<file path="config.mk">
export PLATFORM = sky130hd
export DESIGN_NAME = rmi_ctrl
export DESIGN_NICKNAME = d
export VERILOG_FILES = /design/src/hw/rtl/rmi_pkg.sv /design/src/hw/rtl/rmi_ctrl.sv
export SDC_FILE = /design/constraint.sdc
export NUM_CORES = 1
export LEC_CHECK = 0
export BUFFER_PORTS_ARGS = -buffer_cell sky130_fd_sc_hd__buf_2
export CELL_PAD_IN_SITES_DETAIL_PLACEMENT = 2
export CELL_PAD_IN_SITES_GLOBAL_PLACEMENT = 2
export CORE_AREA = 2 2 46 48
export DETAILED_ROUTE_END_ITERATION = 8
export DIE_AREA = 0 0 48 50
export PLACE_DENSITY = 0.67
export SLEW_MARGIN = 30
export SYNTH_ARGS = -nofsm -noshare
export SYNTH_HDL_FRONTEND = slang
export SYNTH_SLANG_ARGS = --single-unit
</file>
<file path="constraint.sdc">
create_clock -name clock -period 1.3 [get_ports clock]
set_input_delay 0.195 -clock clock [delete_from_list [all_inputs] [get_ports clock]]
set_output_delay 0.195 -clock clock [all_outputs]
set_load 0.01 [all_outputs]
</file>
<file path="src/hw/rtl/rmi_pkg.sv">
`default_nettype none

package rmi_pkg;

   // Table geometry.
   localparam int ENTRIES = 64;
   localparam int TABLES  = 2;

   // Field widths of the channels.
   localparam int SEL_W    = 2;
   localparam int WORD_W   = 32;
   localparam int STATUS_W = 2;
   localparam int NOW_W    = 7;

   // Derived widths.
   localparam int IDX_W  = (ENTRIES > 1) ? $clog2(ENTRIES) : 1;
   localparam int CNT_W  = $clog2(ENTRIES + 1);
   localparam int OUT_W  = $clog2(ENTRIES + 3);
   localparam int TBL_W  = (TABLES > 1) ? $clog2(TABLES) : 1;
   localparam int ROWS   = TABLES * 2 * ENTRIES;
   localparam int ADDR_W = $clog2(ROWS);

   // End of the address space, one past the last byte.
   localparam logic [WORD_W:0] SPAN = {1'b1, {WORD_W{1'b0}}};

   // Result status codes.
   localparam logic [STATUS_W-1:0] ST_OK        = 2'd0;
   localparam logic [STATUS_W-1:0] ST_BAD_TABLE = 2'd1;
   localparam logic [STATUS_W-1:0] ST_FULL      = 2'd2;

   typedef struct packed {
      logic [WORD_W-1:0] start;
      logic [WORD_W-1:0] load;
      logic [WORD_W-1:0] size;
      logic [WORD_W-1:0] attr;
   } entry_type;

   // Commands from the controller to the datapath.
   typedef struct packed {
      logic capture;
      logic setup;
      logic rd;
      logic load;
      logic ev;
      logic tail;
      logic finish;
   } cmd_type;

   // Status from the datapath to the controller.
   typedef struct packed {
      logic bad;
      logic zero;
      logic empty;
      logic entry_done;
      logic last_entry;
   } sts_type;

endpackage

`default_nettype wire

</file>
<file path="src/hw/rtl/rmi_ctrl.sv">
`default_nettype none

module rmi_ctrl (
   input  logic             clock,
   input  logic             reset,
   input  logic             req_valid,
   output logic             req_ready,
   output logic             rsp_valid,
   input  logic             rsp_ready,
   output rmi_pkg::cmd_type cmd,
   input  rmi_pkg::sts_type sts
);
   import rmi_pkg::*;

   localparam logic [2:0] S_IDLE  = 3'd0;
   localparam logic [2:0] S_SETUP = 3'd1;
   localparam logic [2:0] S_RD    = 3'd2;
   localparam logic [2:0] S_LD    = 3'd3;
   localparam logic [2:0] S_EV    = 3'd4;
   localparam logic [2:0] S_TAIL  = 3'd5;
   localparam logic [2:0] S_DONE  = 3'd6;

   logic [2:0] state_ff, state_in;
   logic       rsp_valid_ff, rsp_valid_in;

   assign req_ready = (state_ff == S_IDLE);
   assign rsp_valid = rsp_valid_ff;

   always_comb begin
      state_in     = state_ff;
      rsp_valid_in = rsp_valid_ff && !rsp_ready;
      cmd          = '0;
      case (state_ff)
         S_IDLE: begin
            if (req_valid) begin
               cmd.capture = 1'b1;
               state_in    = S_SETUP;
            end
         end
         S_SETUP: begin
            cmd.setup = 1'b1;
            if (sts.bad || sts.zero) begin
               state_in = S_DONE;
            end else if (sts.empty) begin
               state_in = S_TAIL;
            end else begin
               state_in = S_RD;
            end
         end
         S_RD: begin
            cmd.rd   = 1'b1;
            state_in = S_LD;
         end
         S_LD: begin
            cmd.load = 1'b1;
            state_in = S_EV;
         end
         S_EV: begin
            cmd.ev = 1'b1;
            if (sts.entry_done) begin
               state_in = sts.last_entry ? S_TAIL : S_RD;
            end
         end
         S_TAIL: begin
            cmd.tail = 1'b1;
            state_in = S_DONE;
         end
         S_DONE: begin
            if (!rsp_valid_ff || rsp_ready) begin
               cmd.finish   = 1'b1;
               rsp_valid_in = 1'b1;
               state_in     = S_IDLE;
            end
         end
         default: begin
            state_in = S_IDLE;
         end
      endcase
   end

   always_ff @(posedge clock) begin
      if (reset) begin
         state_ff     <= S_IDLE;
         rsp_valid_ff <= 1'b0;
      end else begin
         state_ff     <= state_in;
         rsp_valid_ff <= rsp_valid_in;
      end
   end

endmodule

`default_nettype wire

</file>
==> flow_summary.json, run 1 <==
{
  "status": "finished, violations left",
  "violations": "setup timing",
  "drt-initial-drc-count": 1,
  "slowest_stage": "or4b_4",
  "ant_nets": 0,
  "path_class": "reg -> reg",
  "yosysWarnings": 0,
  "drive_above_1_share_pct": 62.3,
  "initial_core_util_pct": 15.8,
  "synthesis.area_sq_um": 300,
  "worst_setup_path_end_kind": "flop",
  "cp_num_buf_inv": 0,
  "die_h_um": 50,
  "rsz0062_at_grt": "yes",
  "cellLeakagePower_nw": 0.271,
  "path_max_fanout": 4,
  "grt_pass1_vias": 370,
  "slew_headroom_pct": 79.2,
  "ff2ff_path_depth": 3,
  "syn2layout_area_growth_pct": 95.8,
  "rows": 16,
  "antennaDiodeCount": 0,
  "hold_depth": 2,
  "wire_per_inst_um": 14.5,
  "track_usage_pct": 10.2,
  "cp.depth": 3,
  "synth_top_area_cell": "dfxtp_1",
  "routed_wl_um": 1390,
  "grt_max_degree": 15,
  "min_to": "rsp_valid",
  "path_cells": "or4b_4 > a311oi_2 > o21ai_1",
  "viasPerCell": 4.27,
  "period_minus_slack_ns": 1.33,
  "setup_ws_ns": -0.0287,
  "syn_nets": 50,
  "setup_viol": 4,
  "antenna_found_initial": 0,
  "max_stage_delay_ns": 0.56,
  "cpLargestDelayFamily": "simple AND/OR/NAND/NOR gates",
  "drc_errors": 0,
  "clk_latency_ns": 0.23,
  "synth_cell_types": 24,
  "cts-root-buf": "clkbuf_4",
  "overflow": 0,
  "final_max_slew_viol_count": 0,
  "synth_top_area_share_pct": 26.7,
  "core_area_sq_um": 1900,
  "rr_startpoint": "state_ff[2]",
  "min_path_type": "in -> reg",
  "via_count": 410,
  "syn_avg_cell_area_sq_um": 7.32,
  "peakVddDrop_mv": 0.412,
  "cap_violations": 0,
  "finalSetupTns_ns": -0.0831,
  "tightest_slew_ns": 0.310,
  "hold_start": "reset",
  "r2r_end": "state_ff[1]",
  "synth_cells": 41,
  "nets": 80,
  "port_buffers": 17,
  "clock_path_buffers": 2,
  "worstSetupStartpointType": "flop",
  "dieArea_sq_um": 2400,
  "path_clk_slew_ns": 0.04,
  "yosysSeqAreaShare_pct": 26.7,
  "routabilityCongestion": 0.740,
  "hold_ws_ns": 0.166,
  "cp.required_ns": 1.41,
  "fin_crit_sh_pct": 102,
  "power_density_nw_per_um2": 1590,
  "cts_sinks": 4,
  "dr.pass1.iters": 2,
  "final_util_pct": 30.9,
  "skew_ns": 0.000388,
  "cp.arrival_ns": 1.44,
  "max_freq_mhz": 753,
  "grt_pass1_wl_um": 1680,
  "io_pins": 18,
  "ys_seq_elements": 4,
  "ys_top_cells_by_area": "dfxtp_1 27%, a21oi_1 8.3%, nor3b_1 7.5%",
  "dieWidth_um": 48,
  "hold_violations": 0,
  "numCtsBuffers": 3,
  "htreeDepth": 1,
  "postCtsHoldBufs": 0,
  "hpwl_um": 782,
  "r2r_slack_ns": -0.03,
  "num-fill-cells": 239,
  "cts_tree": "yes"
}
## where the power goes
part | internal (mW) | switching (mW)
clock | 0.103 | 0.0498
sequential | 0.156 | 0.0232
combinational | 0.317 | 0.284
## metrics by stage
step           setup slack, ns  power, mW  instance area (sq um)  instances
2_1_floorplan         0.000284      0.402                    300         41
3_3_place_gp            0.0148      0.546                    437         86
3_5_place_dp           -0.0209      0.556                    437         86
4_1_cts                -0.0398      0.779                    502         91
5_1_grt                -0.0701       1.00                    588         96
6_report               -0.0287      0.933                    588         96
## cell type report
type / instances / area, sq um / area share, %
clock buffer: 3 / 22.5 / 3.83
tap: 27 / 33.8 / 5.74
sequential: 4 / 83.8 / 14.3
multi-input combinational: 32 / 254 / 43.2
timing repair buffer: 28 / 186 / 31.7
inverter: 2 / 7.51 / 1.28
## state kept, by name, summed over array words and instances (netlist names)
name	cells
rsp_valid	1
state_ff	3
## cell families after synthesis
logic type             after synthesis  share of synthesized area, %
AND/OR/NAND/NOR                     21                          41.7
flip-flops                           4                          26.7
AO/OA/AOI/OAI                       11                          25.0
buffers and inverters                5                          6.67
## routing by layer
metal / vias to the layer above / GRT usage, % / wire, um
met3: 0 / 0 / 34
met5: - / 0 / 0
met4: 0 / 8.11 / 0
li1: 208 / - / -
met2: 10 / 15.6 / 796
met1: 192 / 12.8 / 562
## worst reg2reg max path, delay by kind of cell, from the launching register on
| family | cells | cell delay, ns |
|---|---|---|
| DFF | 1 | 0.33 |
| AOI/OAI and AO/OA | 2 | 0.32 |
| and+or+nand+nor | 1 | 0.56 |
## synth_stat cells
library cell  number
o211ai_1           1
or4_1              1
o21ba_2            1
nand3b_1           1
o21ai_1            1
a21oi_1            5
or4b_1             1
clkbuf_1           2
inv_1              2
dfxtp_1            4
nor2b_1            1
or3_1              1
o32ai_1            1
a221o_1            1
a311oi_1           1
nor3b_1            3
nand2_1            1
nand2b_1           3
nor2_1             5
nor3_1             1
buf_2              1
and2_1             1
nor4_1             1
and3_1             1
## worst max path at each step
stage,from,endpoint
floorplan,state_ff[1],cmd[6]
global placement,state_ff[1],state_ff[0]
detailed placement,state_ff[2],state_ff[1]
CTS,state_ff[2],cmd[6]
global route,state_ff[2],state_ff[1]
finish,state_ff[2],state_ff[1]
## what timing repair did
action,CTS,global route
resized for setup,7,12
setup endpoints to repair,7,9
pin swaps,4,1
setup buffers,2,5
## cells in the final DEF, fill, tap and decap left out, drive strengths merged, types with 2 or more instances in the layout
cell,count
nand2b,3
dfxtp,4
a21oi,5
nor3b,3
clkbuf,3
inv,2
buf,28
nor2,5
Power figures use the tool's default switching activity.
==> inputs of run 2 (changes only) <==
--- a/config.mk
+++ b/config.mk
@@ -12,6 +12,7 @@
 export DETAILED_ROUTE_END_ITERATION = 8
 export DIE_AREA = 0 0 48 50
 export PLACE_DENSITY = 0.67
+export SKIP_CTS_REPAIR_TIMING = 1
 export SLEW_MARGIN = 30
 export SYNTH_ARGS = -nofsm -noshare
 export SYNTH_HDL_FRONTEND = slang
==> flow_summary.json, run 2 (synthesis gave the netlist of run 1 again) <==
{
  "io_pins": 18,
  "hold_ws_ns": 0.164,
  "grt_pass1_wl_um": 1570,
  "numCtsBuffers": 3,
  "path_max_fanout": 8,
  "routabilityCongestion": 0.740,
  "hpwl_um": 782,
  "cts-root-buf": "clkbuf_4",
  "swShare_pct": 37.7,
  "max_freq_mhz": 757,
  "skew_ns": 0.000795,
  "rows": 16,
  "core_area_sq_um": 1900,
  "dr.pass1.iters": 2,
  "cellLeakagePower_nw": 0.237,
  "via_count": 389,
  "largest_register": "state_ff",
  "setup_viol": 3,
  "hold_violations": 0,
  "hold_depth": 2,
  "p_clk_share_pct": 19.6,
  "ant_nets": 0,
  "htreeDepth": 1,
  "worst_setup_path_end_kind": "output port",
  "grt_pass1_vias": 356,
  "path_clk_slew_ns": 0.04,
  "p_int_uw": 490,
  "nets": 75,
  "syn2layout_area_growth_pct": 69.6,
  "overflow": 0,
  "path_class": "reg -> out",
  "antenna_found_initial": 0,
  "clock_path_buffers": 2,
  "fin_crit_sh_pct": 102,
  "cts_tree": "yes",
  "initial_core_util_pct": 15.8,
  "cap_violations": 0,
  "worstSetupStartpointType": "flop",
  "antennaDiodeCount": 0,
  "grt_max_degree": 15,
  "slew_headroom_pct": 81.3,
  "dieWidth_um": 48,
  "drt-initial-drc-count": 1,
  "power_frac_seq_pct": 22.4,
  "layout_commonest_cell": "buf_2",
  "routed_wl_um": 1060,
  "violations": "setup timing",
  "final_cell_mix": "17 x buf_2, 5 x nor2_1, 5 x a21oi_1",
  "setup_ws_ns": -0.0212,
  "port_buffers": 17,
  "drc_errors": 0,
  "cp.arrival_ns": 1.13,
  "ff2ff_path_depth": 3,
  "cts_sinks": 4,
  "power_density_nw_per_um2": 1540,
  "period_minus_slack_ns": 1.32,
  "clk_latency_ns": 0.23,
  "tightest_slew_ns": 0.279,
  "largest_register_ffs": 3,
  "cp.required_ns": 1.11,
  "rsz0062_at_grt": "yes",
  "power_frac_comb_pct": 58.0,
  "fin_area_sq_um": 509,
  "dieArea_sq_um": 2400,
  "status": "finished, violations left",
  "peakVddDrop_mv": 0.303,
  "postPlaceCellArea_sq_um": 437,
  "p_switching_uw": 296,
  "wire_per_inst_um": 11.6,
  "track_usage_pct": 9.50,
  "min_path_type": "in -> reg",
  "viasPerCell": 4.27,
  "drive_above_1_share_pct": 53.1,
  "die_h_um": 50,
  "final_max_slew_viol_count": 0
}
run 2: per-stage QoR:
step / worst slack [ns] / std cells / util, % / TNS (ns) / total power, mW
after CTS: -0.112 / 89 / 24.1 / -0.356 / 0.722
after floorplan: 0.000284 / 41 / - / 0 / 0.402
final: -0.0212 / 91 / 26.8 / -0.0457 / 0.785
after global routing: -0.101 / 91 / 26.8 / -0.446 / 0.855
after detailed placement: -0.0209 / 86 / 23.0 / -0.0209 / 0.556
after global placement: 0.0148 / 86 / 23.0 / 0 / 0.546
run 2: routing by layer:
layer  vias to the layer above  GRT usage [%]  share of wire [%]
li1                        197              -                  -
met1                       182           11.9                 44
met2                        10           14.2                 53
met3                         0              0                3.0
met4                         0           8.11                  0
met5                         -              0                  0
run 2: final timing paths:
check | start | to | slack (ns)
hold / removal | reset | rsp_valid | 0.16
setup / recovery | state_ff[0] | cmd[0] | -0.02
hold reg to reg | rsp_valid | rsp_valid | 0.50
setup reg to reg | state_ff[1] | state_ff[0] | 0.01
run 2: critical path, cell delays in order (launching register included):
cell,delay [ns]
dfxtp_2,0.32
buf_6,0.13
nand3b_1,0.19
nor2_1,0.12
buf_2,0.13
run 2: power by group through the flow:
stage	clock network [mW]	logic (mW)	registers [mW]
floorplan	0	0.231	0.171
global placement	0	0.381	0.165
detailed placement	0	0.386	0.170
CTS	0.163	0.391	0.168
global route	0.165	0.511	0.179
finish	0.154	0.456	0.176
run 2: cell type report:
type                            count  area (sq um)
Clock buffer                        3          22.5
Fill cell                         245          1390
Inverter                            2          7.51
Multi-Input combinational cell     32           225
Sequential cell                     4          82.6
Tap cell                           27          33.8
Timing Repair Buffer               23           138
==> inputs of run 3 (changes only) <==
--- a/config.mk
+++ b/config.mk
@@ -5,12 +5,14 @@
 export SDC_FILE = /design/constraint.sdc
 export NUM_CORES = 1
 export LEC_CHECK = 0
+export ABC_AREA = 1
 export BUFFER_PORTS_ARGS = -buffer_cell sky130_fd_sc_hd__buf_2
 export CELL_PAD_IN_SITES_DETAIL_PLACEMENT = 2
 export CELL_PAD_IN_SITES_GLOBAL_PLACEMENT = 2
-export CORE_AREA = 2 2 46 48
+export CORE_AREA = 2 2 50 52
 export DETAILED_ROUTE_END_ITERATION = 8
-export DIE_AREA = 0 0 48 50
+export DIE_AREA = 0 0 52 54
+export GPL_ROUTABILITY_DRIVEN = 0
 export PLACE_DENSITY = 0.67
 export SKIP_CTS_REPAIR_TIMING = 1
 export SLEW_MARGIN = 30
==> flow_summary.json, run 3 <==
{
  "path_clk_slew_ns": 0.04,
  "final_max_slew_viol_count": 0,
  "max_stage_delay_ns": 0.39,
  "tightest_slew_ns": 0.207,
  "hold_start": "reset",
  "synth-edff-count": 0,
  "dp_cells": 109,
  "port_buffers": 17,
  "antenna_found_initial": 0,
  "ant_nets": 0,
  "path_cells": "inv_2 > nor3_1 > buf_2",
  "drive_above_1_share_pct": 37.8,
  "hpwl_um": 976,
  "via_count": 435,
  "numCtsBuffers": 3,
  "skew_ns": 0.00277,
  "yosysSeqAreaShare_pct": 23.2,
  "synth_cell_types": 11,
  "synthesis.area_sq_um": 345,
  "slew_headroom_pct": 86.1,
  "ys_seq_elements": 4,
  "grt_pass1_vias": 418,
  "yosys-top-cells-count": "17 x inv_1, 12 x nand2_1, 11 x nand3_1, 9 x nor2_1, 4 x dfxtp_1",
  "routed_wl_um": 1170,
  "io_pins": 18,
  "grt_pass1_wl_um": 1800,
  "htreeDepth": 1,
  "r2r_slack_ns": 0.18,
  "min_to": "state_ff[1]",
  "slowest_stage": "dfxtp_4",
  "syn_avg_cell_area_sq_um": 5.48,
  "ys_top_cells_by_area": "dfxtp_1 23%, inv_1 18%, nand3_1 16%",
  "worstSetupStartpointType": "flop",
  "final_cells": 112,
  "yosysWarnings": 0,
  "worst_setup_path_end_kind": "output port",
  "synth_top_area_share_pct": 23.2,
  "largest_register": "state_ff",
  "path_max_fanout": 6,
  "track_usage_pct": 9.08,
  "rr_startpoint": "state_ff[1]",
  "power_mw": 1.08,
  "ff2ff_path_depth": 6,
  "max_freq_mhz": 800,
  "cts-root-buf": "clkbuf_4",
  "dieArea_sq_um": 2810,
  "overflow": 0,
  "path_class": "reg -> out",
  "finalSetupTns_ns": 0,
  "yosysMostFrequentCell": "inv_1",
  "synth_top_area_cell": "dfxtp_1",
  "dr.pass1.iters": 2,
  "rows": 18,
  "status": "finished clean",
  "syn2layout_area_growth_pct": 43.1,
  "wire_per_inst_um": 10.4,
  "peakVddDrop_mv": 0.508,
  "place_ws_ns": 0.105,
  "clock_path_buffers": 2,
  "power_density_nw_per_um2": 2190,
  "period_minus_slack_ns": 1.25,
  "num-fill-cells": 300,
  "hold_depth": 2,
  "die_h_um": 54,
  "initial_core_util_pct": 14.9,
  "hold_violations": 0,
  "syn_nets": 72,
  "setup_viol": 0,
  "grt_max_degree": 9,
  "cts_tree": "yes",
  "async_flop_share_pct": 0,
  "final_util_pct": 21.3,
  "ys.flop_type": "dfxtp_1",
  "viasPerCell": 3.88,
  "r2r_end": "state_ff[2]",
  "cp.arrival_ns": 1.05,
  "synth_cells": 63,
  "fin_crit_sh_pct": 96.1,
  "drt-initial-drc-count": 3,
  "dieWidth_um": 52,
  "drc_errors": 0,
  "setup_ws_ns": 0.0502,
  "largest_register_ffs": 3,
  "cap_violations": 0,
  "nets": 93,
  "cp.required_ns": 1.11,
  "cts_sinks": 4,
  "min_path_type": "in -> reg",
  "core_area_sq_um": 2320,
  "clk_latency_ns": 0.25,
  "layout_commonest_cell": "buf_2",
  "antennaDiodeCount": 0,
  "cellLeakagePower_nw": 0.297,
  "final_cell_mix": "17 x buf_2, 15 x inv_1, 12 x nand2_1"
}
## run 3: through the flow
stage | hold WS, ns | area [sq um]
final | 0.167 | 494
after global routing | 0.173 | 494
after CTS | 0.173 | 475
after detailed placement | 0.423 | 453
after global placement | 0.414 | 453
after floorplan | 0.264 | 345
## run 3: worst max-delay path: cells and delay by family (launching register included)
kind | cells | cell delay [ns]
simple gates | 1 | 0.18
buf+inv | 2 | 0.24
flops | 1 | 0.39
## run 3: final cells by class
| type | count | area, sq um | share of cell area [%] |
|---|---|---|---|
| well taps | 30 | 37.5 | 7.59 |
| flip-flops and latches | 4 | 86.3 | 17.5 |
| multi-input cells | 39 | 188 | 38.0 |
| repair buffers | 18 | 92.6 | 18.7 |
| clock buffers | 3 | 22.5 | 4.56 |
| inverters | 18 | 67.6 | 13.7 |
## run 3: how the worst max path moves through the flow
stage,start,end,slack [ns],cells after the start
final,state_ff[2],cmd[2],0.05,3
after global routing,rsp_valid,state_ff[2],-0.004,8
after CTS,state_ff[2],cmd[2],-0.13,3
after detailed placement,state_ff[1],state_ff[2],0.11,6
after global placement,state_ff[1],state_ff[2],0.11,6
after floorplan,state_ff[1],state_ff[0],0.25,8
## run 3: cells by family (layout without fill, tap and decap cells)
kind of cell | Yosys count | count (layout) | synth area share (%)
flip-flops | 4 | 4 | 23.2
AND/OR/NAND/NOR | 36 | 36 | 46.4
AO/OA/AOI/OAI | 3 | 3 | 4.35
buffers and inverters | 20 | 39 | 26.1
## run 3: layer usage
| layer | vias to the layer above | share of wire, % | global-route usage, % |
|---|---|---|---|
| li1 | 227 | - | - |
| met1 | 195 | 43 | 9.87 |
| met3 | 2 | 4.1 | 1.67 |
| met5 | - | 0 | 0 |
| met4 | 0 | 1.8 | 5.26 |
| met2 | 11 | 51 | 16.5 |
## run 3: power by group
group | leakage, nW | switching [mW] | internal (mW)
registers | 0.0342 | 0.102 | 0.183
logic | 0.249 | 0.382 | 0.249
clock network | 0.0138 | 0.0638 | 0.104
total | 0.297 | 0.548 | 0.536
